[src/sv/arlld_pkg.sv]
`timescale 1ns / 1ps
`default_nettype none

package arlld_pkg;

  localparam int unsigned OP_W       = 2;
  localparam int unsigned KEY_W      = 64;
  localparam int unsigned MASK_W     = 32;
  localparam int unsigned ARCH_NUM_W = 6;
  localparam int unsigned DELTA_W    = 16;
  localparam int unsigned STATUS_W   = 3;
  localparam int unsigned CTR_W      = 32;

  // The outstanding delta is new - success - failure, two bits wider than a delta.
  localparam int unsigned ODELTA_W   = DELTA_W + 2;

  localparam logic [OP_W-1:0] OP_REGISTER   = 2'd0;
  localparam logic [OP_W-1:0] OP_UNREGISTER = 2'd1;
  localparam logic [OP_W-1:0] OP_UPDATE     = 2'd2;
  localparam logic [OP_W-1:0] OP_FIND_BEST  = 2'd3;

  localparam logic [STATUS_W-1:0] ST_OK          = 3'd0;
  localparam logic [STATUS_W-1:0] ST_EXISTS      = 3'd1;
  localparam logic [STATUS_W-1:0] ST_NOT_FOUND   = 3'd2;
  localparam logic [STATUS_W-1:0] ST_NOT_RUNNING = 3'd3;
  localparam logic [STATUS_W-1:0] ST_FULL        = 3'd4;
  localparam logic [STATUS_W-1:0] ST_NO_AGENT    = 3'd5;

endpackage

`default_nettype wire

[src/sv/arlld_ram.sv]
`timescale 1ns / 1ps
`default_nettype none

module arlld_ram #(
  parameter int unsigned WIDTH  = 8,
  parameter int unsigned DEPTH  = 16,
  parameter int unsigned ADDR_W = (DEPTH > 1) ? $clog2(DEPTH) : 1
) (
  input  wire logic              clk_i,
  input  wire logic              we_i,
  input  wire logic [ADDR_W-1:0] waddr_i,
  input  wire logic [WIDTH-1:0]  wdata_i,
  input  wire logic              re_i,
  input  wire logic [ADDR_W-1:0] raddr_i,
  output logic      [WIDTH-1:0]  rdata_o
);

  logic [WIDTH-1:0] mem_q [DEPTH];

  always_ff @(posedge clk_i) begin
    if (we_i) begin
      mem_q[waddr_i] <= wdata_i;
    end
  end

  // Read data holds its value until the next read.
  always_ff @(posedge clk_i) begin
    if (re_i) begin
      rdata_o <= mem_q[raddr_i];
    end
  end

endmodule

`default_nettype wire

[src/sv/agent_registry_least_loaded_dispatch_unit.sv]
// Agent registry with least-loaded dispatch.
// Requests come in on the in_valid_i / in_ready_o channel: register, unregister,
// update statistics or find the best agent for an archive. Each request produces
// exactly one response on out_valid_o / out_ready_i carrying status, chosen key
// and chosen load. The coordinator enable bit is written through the cfg channel,
// which is always ready; write it only while no request is in flight.
// The agent table lives in one RAM with a registered read port, and a single
// compare unit scans it one entry per cycle under a small sequencer. A scan
// stops early on a hit; an update then writes the entry back, and an
// unregister moves every later entry down one slot. Register and unregister
// with the coordinator disabled answer without a scan.
// Only one request is in flight: in_ready_o is low from acceptance until the
// response transfer completes and rises the cycle after. A stalled receiver
// simply holds the response.
// Reset empties the table (agent count to zero) and disables the coordinator;
// no clearing pass over the RAM is needed.
`timescale 1ns / 1ps
`default_nettype none

module agent_registry_least_loaded_dispatch_unit #(
  parameter int unsigned MAX_AGENTS   = 16,
  parameter int unsigned ARCHIVE_BITS = 32
) (
  input  wire logic                                    clk_i,
  input  wire logic                                    rst_ni,

  input  wire logic                                    cfg_valid_i,
  output logic                                         cfg_ready_o,
  input  wire logic                                    cfg_coordinator_enabled_i,

  input  wire logic                                    in_valid_i,
  output logic                                         in_ready_o,
  input  wire logic [arlld_pkg::OP_W-1:0]              operation_i,
  input  wire logic [arlld_pkg::KEY_W-1:0]             agent_key_i,
  input  wire logic [arlld_pkg::MASK_W-1:0]            archive_mask_i,
  input  wire logic [arlld_pkg::ARCH_NUM_W-1:0]        archive_number_i,
  input  wire logic [arlld_pkg::DELTA_W-1:0]           success_delta_i,
  input  wire logic [arlld_pkg::DELTA_W-1:0]           failure_delta_i,
  input  wire logic [arlld_pkg::DELTA_W-1:0]           new_delta_i,

  output logic                                         out_valid_o,
  input  wire logic                                    out_ready_i,
  output logic      [arlld_pkg::STATUS_W-1:0]          status_o,
  output logic      [arlld_pkg::KEY_W-1:0]             chosen_key_o,
  output logic signed [arlld_pkg::CTR_W-1:0]           chosen_load_o
);

  import arlld_pkg::*;

  localparam int unsigned AW    = (MAX_AGENTS > 1) ? $clog2(MAX_AGENTS) : 1;
  localparam int unsigned CNT_W = $clog2(MAX_AGENTS + 1);

  // Table word layout, low to high: key, archive mask, outstanding, succeeded, failed.
  localparam int unsigned KEY_LO  = 0;
  localparam int unsigned MASK_LO = KEY_LO + KEY_W;
  localparam int unsigned OUT_LO  = MASK_LO + ARCHIVE_BITS;
  localparam int unsigned SUC_LO  = OUT_LO + CTR_W;
  localparam int unsigned FAIL_LO = SUC_LO + CTR_W;
  localparam int unsigned WORD_W  = FAIL_LO + CTR_W;

  localparam logic [2:0] S_IDLE  = 3'd0;
  localparam logic [2:0] S_SCAN  = 3'd1;
  localparam logic [2:0] S_UPD   = 3'd2;
  localparam logic [2:0] S_SH_RD = 3'd3;
  localparam logic [2:0] S_SH_WR = 3'd4;
  localparam logic [2:0] S_DONE  = 3'd5;

  logic [2:0]                 state_q, state_d;
  logic                       enabled_q;
  logic [CNT_W-1:0]           count_q, count_d;
  logic [CNT_W-1:0]           rd_idx_q, rd_idx_d;
  logic                       chk_vld_q, chk_vld_d;
  logic [AW-1:0]              chk_idx_q, chk_idx_d;
  logic [CNT_W-1:0]           sh_idx_q, sh_idx_d;
  logic                       found_q, found_d;

  logic [OP_W-1:0]            op_q, op_d;
  logic [KEY_W-1:0]           key_q, key_d;
  logic [MASK_W-1:0]          mask_q, mask_d;
  logic [ARCH_NUM_W-1:0]      arch_m1_q, arch_m1_d;
  logic                       arch_ok_q, arch_ok_d;
  logic [DELTA_W-1:0]         ds_q, ds_d;
  logic [DELTA_W-1:0]         df_q, df_d;
  logic [ODELTA_W-1:0]        dout_q, dout_d;
  logic                       clear_q, clear_d;

  logic [STATUS_W-1:0]        status_q, status_d;
  logic [KEY_W-1:0]           chosen_key_q, chosen_key_d;
  logic signed [CTR_W-1:0]    chosen_load_q, chosen_load_d;

  logic                       ram_we, ram_re;
  logic [AW-1:0]              ram_waddr, ram_raddr;
  logic [WORD_W-1:0]          ram_wdata, ram_rdata;

  logic [KEY_W-1:0]           rd_key;
  logic [ARCHIVE_BITS-1:0]    rd_mask;
  logic [ARCHIVE_BITS-1:0]    mask_sh;
  logic signed [CTR_W-1:0]    rd_load;
  logic [CTR_W-1:0]           rd_suc;
  logic [CTR_W-1:0]           rd_fail;
  logic                       key_hit;
  logic                       elig;
  logic                       better;
  logic                       hit;
  logic [CNT_W-1:0]           sh_next;

  assign rd_key  = ram_rdata[KEY_LO +: KEY_W];
  assign rd_mask = ram_rdata[MASK_LO +: ARCHIVE_BITS];
  assign rd_load = signed'(ram_rdata[OUT_LO +: CTR_W]);
  assign rd_suc  = ram_rdata[SUC_LO +: CTR_W];
  assign rd_fail = ram_rdata[FAIL_LO +: CTR_W];

  assign mask_sh = rd_mask >> arch_m1_q;
  assign key_hit = (rd_key == key_q);
  assign elig    = (rd_mask == '0) || (arch_ok_q && mask_sh[0]);
  assign better  = !found_q || (rd_load < chosen_load_q);
  assign sh_next = sh_idx_q + CNT_W'(1);

  // Scan stop: a key match, or for find best the first eligible idle agent.
  assign hit = chk_vld_q &&
               ((op_q == OP_FIND_BEST) ? (elig && (rd_load == '0)) : key_hit);

  assign cfg_ready_o   = 1'b1;
  assign in_ready_o    = (state_q == S_IDLE);
  assign out_valid_o   = (state_q == S_DONE);
  assign status_o      = status_q;
  assign chosen_key_o  = chosen_key_q;
  assign chosen_load_o = chosen_load_q;

  always_comb begin
    state_d       = state_q;
    count_d       = count_q;
    rd_idx_d      = rd_idx_q;
    chk_vld_d     = 1'b0;
    chk_idx_d     = chk_idx_q;
    sh_idx_d      = sh_idx_q;
    found_d       = found_q;
    op_d          = op_q;
    key_d         = key_q;
    mask_d        = mask_q;
    arch_m1_d     = arch_m1_q;
    arch_ok_d     = arch_ok_q;
    ds_d          = ds_q;
    df_d          = df_q;
    dout_d        = dout_q;
    clear_d       = clear_q;
    status_d      = status_q;
    chosen_key_d  = chosen_key_q;
    chosen_load_d = chosen_load_q;
    ram_we        = 1'b0;
    ram_waddr     = chk_idx_q;
    ram_wdata     = ram_rdata;
    ram_re        = 1'b0;
    ram_raddr     = rd_idx_q[AW-1:0];

    case (state_q)
      S_IDLE: begin
        if (in_valid_i) begin
          op_d          = operation_i;
          key_d         = agent_key_i;
          mask_d        = archive_mask_i;
          arch_m1_d     = archive_number_i - ARCH_NUM_W'(1);
          arch_ok_d     = (archive_number_i != '0) && (32'(archive_number_i) <= ARCHIVE_BITS);
          ds_d          = success_delta_i;
          df_d          = failure_delta_i;
          dout_d        = ODELTA_W'(new_delta_i) - ODELTA_W'(success_delta_i)
                          - ODELTA_W'(failure_delta_i);
          clear_d       = (success_delta_i == '0) && (failure_delta_i == '0) &&
                          (new_delta_i == '0);
          rd_idx_d      = '0;
          found_d       = 1'b0;
          status_d      = ST_OK;
          chosen_key_d  = '0;
          chosen_load_d = '0;
          if (((operation_i == OP_REGISTER) || (operation_i == OP_UNREGISTER)) && !enabled_q) begin
            status_d = ST_NOT_RUNNING;
            state_d  = S_DONE;
          end else begin
            state_d = S_SCAN;
          end
        end
      end

      S_SCAN: begin
        if (chk_vld_q && (op_q == OP_FIND_BEST) && elig && better) begin
          found_d       = 1'b1;
          chosen_key_d  = rd_key;
          chosen_load_d = rd_load;
        end
        // Reads run one entry ahead of the compare; stop reading on a hit so
        // the matched entry stays in the read register.
        ram_re    = (rd_idx_q < count_q) && !hit;
        chk_vld_d = ram_re;
        if (ram_re) begin
          chk_idx_d = rd_idx_q[AW-1:0];
          rd_idx_d  = rd_idx_q + CNT_W'(1);
        end
        if (hit) begin
          case (op_q)
            OP_REGISTER: begin
              status_d = ST_EXISTS;
              state_d  = S_DONE;
            end
            OP_UNREGISTER: begin
              sh_idx_d = CNT_W'(chk_idx_q);
              state_d  = S_SH_RD;
            end
            OP_UPDATE: begin
              state_d = S_UPD;
            end
            default: begin
              state_d = S_DONE;
            end
          endcase
        end else if (!chk_vld_q && (rd_idx_q >= count_q)) begin
          state_d = S_DONE;
          case (op_q)
            OP_REGISTER: begin
              if (count_q == CNT_W'(MAX_AGENTS)) begin
                status_d = ST_FULL;
              end else begin
                ram_we    = 1'b1;
                ram_waddr = count_q[AW-1:0];
                ram_wdata = {{(3 * CTR_W){1'b0}}, ARCHIVE_BITS'(mask_q), key_q};
                count_d   = count_q + CNT_W'(1);
              end
            end
            OP_UNREGISTER, OP_UPDATE: begin
              status_d = ST_NOT_FOUND;
            end
            default: begin
              status_d = found_q ? ST_OK : ST_NO_AGENT;
            end
          endcase
        end
      end

      S_UPD: begin
        ram_we    = 1'b1;
        ram_waddr = chk_idx_q;
        if (clear_q) begin
          ram_wdata = {{(3 * CTR_W){1'b0}}, rd_mask, rd_key};
        end else begin
          ram_wdata = {rd_fail + CTR_W'(df_q),
                       rd_suc + CTR_W'(ds_q),
                       unsigned'(rd_load) + {{(CTR_W - ODELTA_W){dout_q[ODELTA_W-1]}}, dout_q},
                       rd_mask, rd_key};
        end
        state_d = S_DONE;
      end

      S_SH_RD: begin
        if (sh_next < count_q) begin
          ram_re    = 1'b1;
          ram_raddr = sh_next[AW-1:0];
          state_d   = S_SH_WR;
        end else begin
          count_d = count_q - CNT_W'(1);
          state_d = S_DONE;
        end
      end

      S_SH_WR: begin
        ram_we    = 1'b1;
        ram_waddr = sh_idx_q[AW-1:0];
        ram_wdata = ram_rdata;
        sh_idx_d  = sh_next;
        state_d   = S_SH_RD;
      end

      S_DONE: begin
        if (out_ready_i) begin
          state_d = S_IDLE;
        end
      end

      default: begin
        state_d = S_IDLE;
      end
    endcase
  end

  always_ff @(posedge clk_i or negedge rst_ni) begin
    if (!rst_ni) begin
      state_q   <= S_IDLE;
      enabled_q <= 1'b0;
      count_q   <= '0;
      rd_idx_q  <= '0;
      chk_vld_q <= 1'b0;
      sh_idx_q  <= '0;
      found_q   <= 1'b0;
    end else begin
      state_q   <= state_d;
      count_q   <= count_d;
      rd_idx_q  <= rd_idx_d;
      chk_vld_q <= chk_vld_d;
      sh_idx_q  <= sh_idx_d;
      found_q   <= found_d;
      if (cfg_valid_i && cfg_ready_o) begin
        enabled_q <= cfg_coordinator_enabled_i;
      end
    end
  end

  always_ff @(posedge clk_i) begin
    chk_idx_q     <= chk_idx_d;
    op_q          <= op_d;
    key_q         <= key_d;
    mask_q        <= mask_d;
    arch_m1_q     <= arch_m1_d;
    arch_ok_q     <= arch_ok_d;
    ds_q          <= ds_d;
    df_q          <= df_d;
    dout_q        <= dout_d;
    clear_q       <= clear_d;
    status_q      <= status_d;
    chosen_key_q  <= chosen_key_d;
    chosen_load_q <= chosen_load_d;
  end

  arlld_ram #(
    .WIDTH (WORD_W),
    .DEPTH (MAX_AGENTS),
    .ADDR_W(AW)
  ) u_table (
    .clk_i  (clk_i),
    .we_i   (ram_we),
    .waddr_i(ram_waddr),
    .wdata_i(ram_wdata),
    .re_i   (ram_re),
    .raddr_i(ram_raddr),
    .rdata_o(ram_rdata)
  );

endmodule

`default_nettype wire
[config.mk]
export PLATFORM = sky130hd
export DESIGN_NAME = agent_registry_least_loaded_dispatch_unit
export DESIGN_NICKNAME = d
export VERILOG_FILES = /design/src/sv/arlld_pkg.sv /design/src/sv/arlld_ram.sv /design/src/sv/agent_registry_least_loaded_dispatch_unit.sv
export SDC_FILE = /design/constraint.sdc
export NUM_CORES = 2
export LEC_CHECK = 0
export ABC_AREA = 1
export BUFFER_PORTS_ARGS = -buffer_cell sky130_fd_sc_hd__buf_2
export CORE_MARGIN = 2
export CORE_UTILIZATION = 40
export DETAILED_ROUTE_END_ITERATION = 16
export PLACE_DENSITY = 0.58
export SLEW_MARGIN = 0
export SYNTH_ARGS = -nofsm -noshare
export SYNTH_HDL_FRONTEND = slang
export SYNTH_SLANG_ARGS = --single-unit
[constraint.sdc]
create_clock -name clk_i -period 16.4 [get_ports clk_i]
set_input_delay 3.28 -clock clk_i [delete_from_list [all_inputs] [get_ports clk_i]]
set_output_delay 3.28 -clock clk_i [all_outputs]
set_load 0.01 [all_outputs]
==> flow_summary_export.csv <==
group,metric,value,unit
placed_design,dp_hpwl,141,mm
cts,cts_max_level,5,
sta,rsz0062_at_grt,"no",
sta,setup_violations,0,
synthesis,synthCells,8013,
cts,post_cts_buffers,0,
synthesis,synth_top_family_by_area,"compound AO/OA/AOI/OAI gates",
sta,tns,0,ns
sta,fin_crit,6.57,ns
sta,max_slew.worst_pin.slew,1.43,ns
power_and_ir_drop,sw_frac_of_total,36.9,%
synthesis,synth_simple_gate_area_share,8.67,%
finish,drive_gt1_share,11.6,%
critical_path,cp-end-kind,"flop",
critical_path,crit_fanout,46,
critical_path,r2r_start,"count_q[2]",
cts,clk_pin_slew,0.06,ns
sta,clock_skew,0.0686,ns
synthesis,syn_area,0.102,mm^2
sta,hold_slack,0.476,ns
die,die-area,0.258,mm^2
synthesis,synth-seq-area-share,71.5,%
status,status,"completed",
grt,track_usage,21.5,%
synthesis,synth_compound_area_share,13.0,%
critical_path,reg2reg_to,"u_table.mem_q[3][62]",
cts,tritoncts,"yes",
detailed_routing,drc,0,
finish,final_nets,8544,
detailed_routing,routedWlPerCell,24.1,um
sta,clock.fmax,152,MHz
placed_design,io_buffers,258,
finish,mostFrequentLayoutCells,"edfxtp_1 (2403), o21ai_0 (1311), nand3_1 (871)",
die,die_width,508,um
grt,grt_max_degree,234,
die,io_pins,260,
grt,grt_overflow,0,
placed_design,dp_slack,9.63,ns
synthesis,syn_avg_cell_area,12.7,um^2
critical_path,max_stage_delay,0.89,ns
critical_path,worstPathRequired,16.92,ns
sta,finalHoldViolCount,0,
cts,clock_sinks,2424,
cts,cts_root_buf,"clkbuf_16",
power_and_ir_drop,power.total,22.7,mW
cts,cts-buffers-inserted,274,
synthesis,synth-seq-cells,2424,
critical_path,cp_slowest_cell,"buf_4",
power_and_ir_drop,powerDensity,197,mW/mm^2
synthesis,synth_edf_count,2403,
cts,holdBufCountCts,0,
hold_path,hp-class,"flop to flop",
critical_path,reg2reg_depth,20,
grt,grt_pass1_wl,419,mm
detailed_routing,via_per_inst,5.50,
power_and_ir_drop,clkPwrFrac,25.1,%
detailed_routing,ant_nets,0,
finish,nFillCells,22712,
cts,insertion_delay,0.93,ns
finish,final_common_cell,"edfxtp_1",
synthesis,yosys.area_share.adder,1.48,%
hold_path,holdPathEnd,"count_q[4]",
power_and_ir_drop,total_leakage_power,39.6,nW
synthesis,synth_warnings,0,
grt,grt_pass1_vias,62814,
power_and_ir_drop,power_frac_seq,41.2,%
critical_path,critPathBufInv,5,
placed_design,dp_cells,11358,
hold_path,hold_start,"count_q[4]",
hold_path,hold_depth,1,
detailed_routing,vias,64992,
placed_design,gp_congestion,0.855,
flow_run,cap_violations,0,
cts,clockBufferDepth,4,
critical_path,worstSetupPathType,"flop to flop",
cts,cts_resized,0,
critical_path,cpLargestDelayFamily,"buffers and inverters",
power_and_ir_drop,internal-power,14.3,mW
synthesis,synth.distinct_cells,48,
detailed_routing,drt_iter0_drc,7424,
sta,drv_slew,0,
synthesis,synth_ff_type,"edfxtp_1",
grt,antenna_found_initial,17,
critical_path,cp_cell_sequence,"inv_1 > ha_1 > nand2_1 > nor2_1 > nand2_1 > nand4_1 > a21oi_1 > nor2_1 > nand3_1 > buf_4 > nand2_1 > o21ai_0 > nand2_1 > nand2_1 > nor2_1 > nand2_1 > nor2_4 > buf_4 > buf_4 > buf_4",
die,die_h,508,um
critical_path,cp_common_cell,"nand2_1",
critical_path,arrival,7.09,ns
power_and_ir_drop,ir_worst_vdd,0.000161,V
synthesis,synth.area.mux_share,0.0209,%
synthesis,synth-xor-area-share,0.689,%
die,core_area,0.253,mm^2
sta,post-route-period-util,40.1,%
power_and_ir_drop,combPwrFrac,33.8,%
die,fp-row-count,185,
sta,setup_ws,9.83,ns
critical_path,reg2reg_slack,9.83,ns
finish,fin_cells,11808,
power_and_ir_drop,p_switching,8.38,mW
critical_path,start_kind,"flop",
detailed_routing,first_pass_iters,7,
finish,syn2layout_area_growth,13.3,%
detailed_routing,wl,285,mm
die,start_util,40.1,%
synthesis,syn_nets,8289,
synthesis,synthArstFlopShare,0.866,%
sta,relSlewSlack,4.35,%
## metrics by stage
stage	cell area [um^2]	util [%]
floorplan	102000	-
global placement	107000	42.2
detailed placement	107000	42.2
CTS	115000	45.4
global route	115000	45.4
finish	115000	45.4
## how the worst max path moves through the flow
stage | from | end | slack [ns] | cells past startpoint
floorplan | in_valid_i | chosen_key_o[0] | 5.02 | 4
global route | count_q[2] | u_table.mem_q[3][62] | 9.34 | 20
global placement | success_delta_i[2] | dout_q[14] | 9.57 | 23
detailed placement | success_delta_i[0] | dout_q[17] | 9.63 | 20
finish | count_q[2] | u_table.mem_q[3][62] | 9.83 | 20
CTS | count_q[3] | u_table.mem_q[3][63] | 9.69 | 20
## Yosys cell counts (all sizes together) (2+ instances only)
cell type / n / area share, %
o211ai: 135 / 1.0
nor4: 27 / 0.17
fa: 4 / 0.079
a221oi: 3 / 0.026
clkbuf: 277 / 1.0
inv: 730 / 2.7
or2: 145 / 0.89
a22oi: 2 / 0.015
edfxtp: 2403 / 71
nand4: 31 / 0.19
nand3: 871 / 4.3
o31ai: 2 / 0.015
a31oi: 10 / 0.062
nor3: 25 / 0.13
buf: 192 / 0.93
a21oi: 125 / 0.62
a21o: 5 / 0.037
xor2: 55 / 0.47
o21ai: 1462 / 7.2
ha: 114 / 1.4
o221ai: 4 / 0.034
o21a: 6 / 0.044
o21bai: 525 / 3.9
nand2: 580 / 2.1
dfrtp: 21 / 0.52
nor2: 216 / 0.81
a211oi: 2 / 0.015
o311ai: 3 / 0.026
nand3b: 3 / 0.022
xnor2: 25 / 0.22
## logic make-up (layout without fill, tap and decap cells)
logic type	Yosys count	in the layout
muxes	2	2
other	1	4
xor gates and xnor gates	80	80
DFF	2424	2424
buffers and inverters	1200	1626
adders and majority gates	118	118
and+or+nand+nor	1902	1902
AOI/OAI and AO/OA	2286	2286
## worst reg2reg max path: stages (launching register included)
cell and delay [ns]:
dfrtp_1 0.42, inv_1 0.11, ha_1 0.31, nand2_1 0.05
nor2_1 0.14, nand2_1 0.08, nand4_1 0.20, a21oi_1 0.08
nor2_1 0.32, nand3_1 0.12, buf_4 0.28, nand2_1 0.10
o21ai_0 0.07, nand2_1 0.07, nand2_1 0.05, nor2_1 0.17
nand2_1 0.27, nor2_4 0.82, buf_4 0.71, buf_4 0.78
buf_4 0.93
## per-layer routing
layer | track usage (%) | wire length [um]
met3 | 2.78 | 18800
met2 | 34.3 | 133000
met4 | 5.56 | 5980
met1 | 31.1 | 127000
met5 | 0 | 119
## final cells by class
| cell class | instances | area, um^2 | area share [%] |
|---|---|---|---|
| Clock inverter | 116 | 867 | 0.753 |
| Inverter | 731 | 2800 | 2.43 |
| Tap cell | 3366 | 4210 | 3.66 |
| Sequential cell | 2424 | 72700 | 63.1 |
| Timing Repair Buffer | 448 | 2910 | 2.52 |
| Antenna cell | 3 | 7.51 | 0.00652 |
| Clock buffer | 331 | 7260 | 6.31 |
| Multi-Input combinational cell | 4389 | 24400 | 21.2 |
## flip-flops by register name, summed over array words and instances, names as in the netlist, 6 cells and up
signal           cells
u_table.mem_q     2048
u_table.rdata_o    128
chosen_key_o        64
key_q               64
chosen_load_o       32
mask_q              32
dout_q              18
arch_m1_q            6
## power groups by stage
stage               clock network, mW  logic (mW)  registers, mW
floorplan                           0        4.86           9.53
global placement                    0        7.51           9.46
detailed placement                  0        7.66           9.48
CTS                              5.80        7.69           9.35
global route                     6.03        8.51           9.41
finish                           5.69        7.67           9.36
Power figures use the tool's default switching activity.
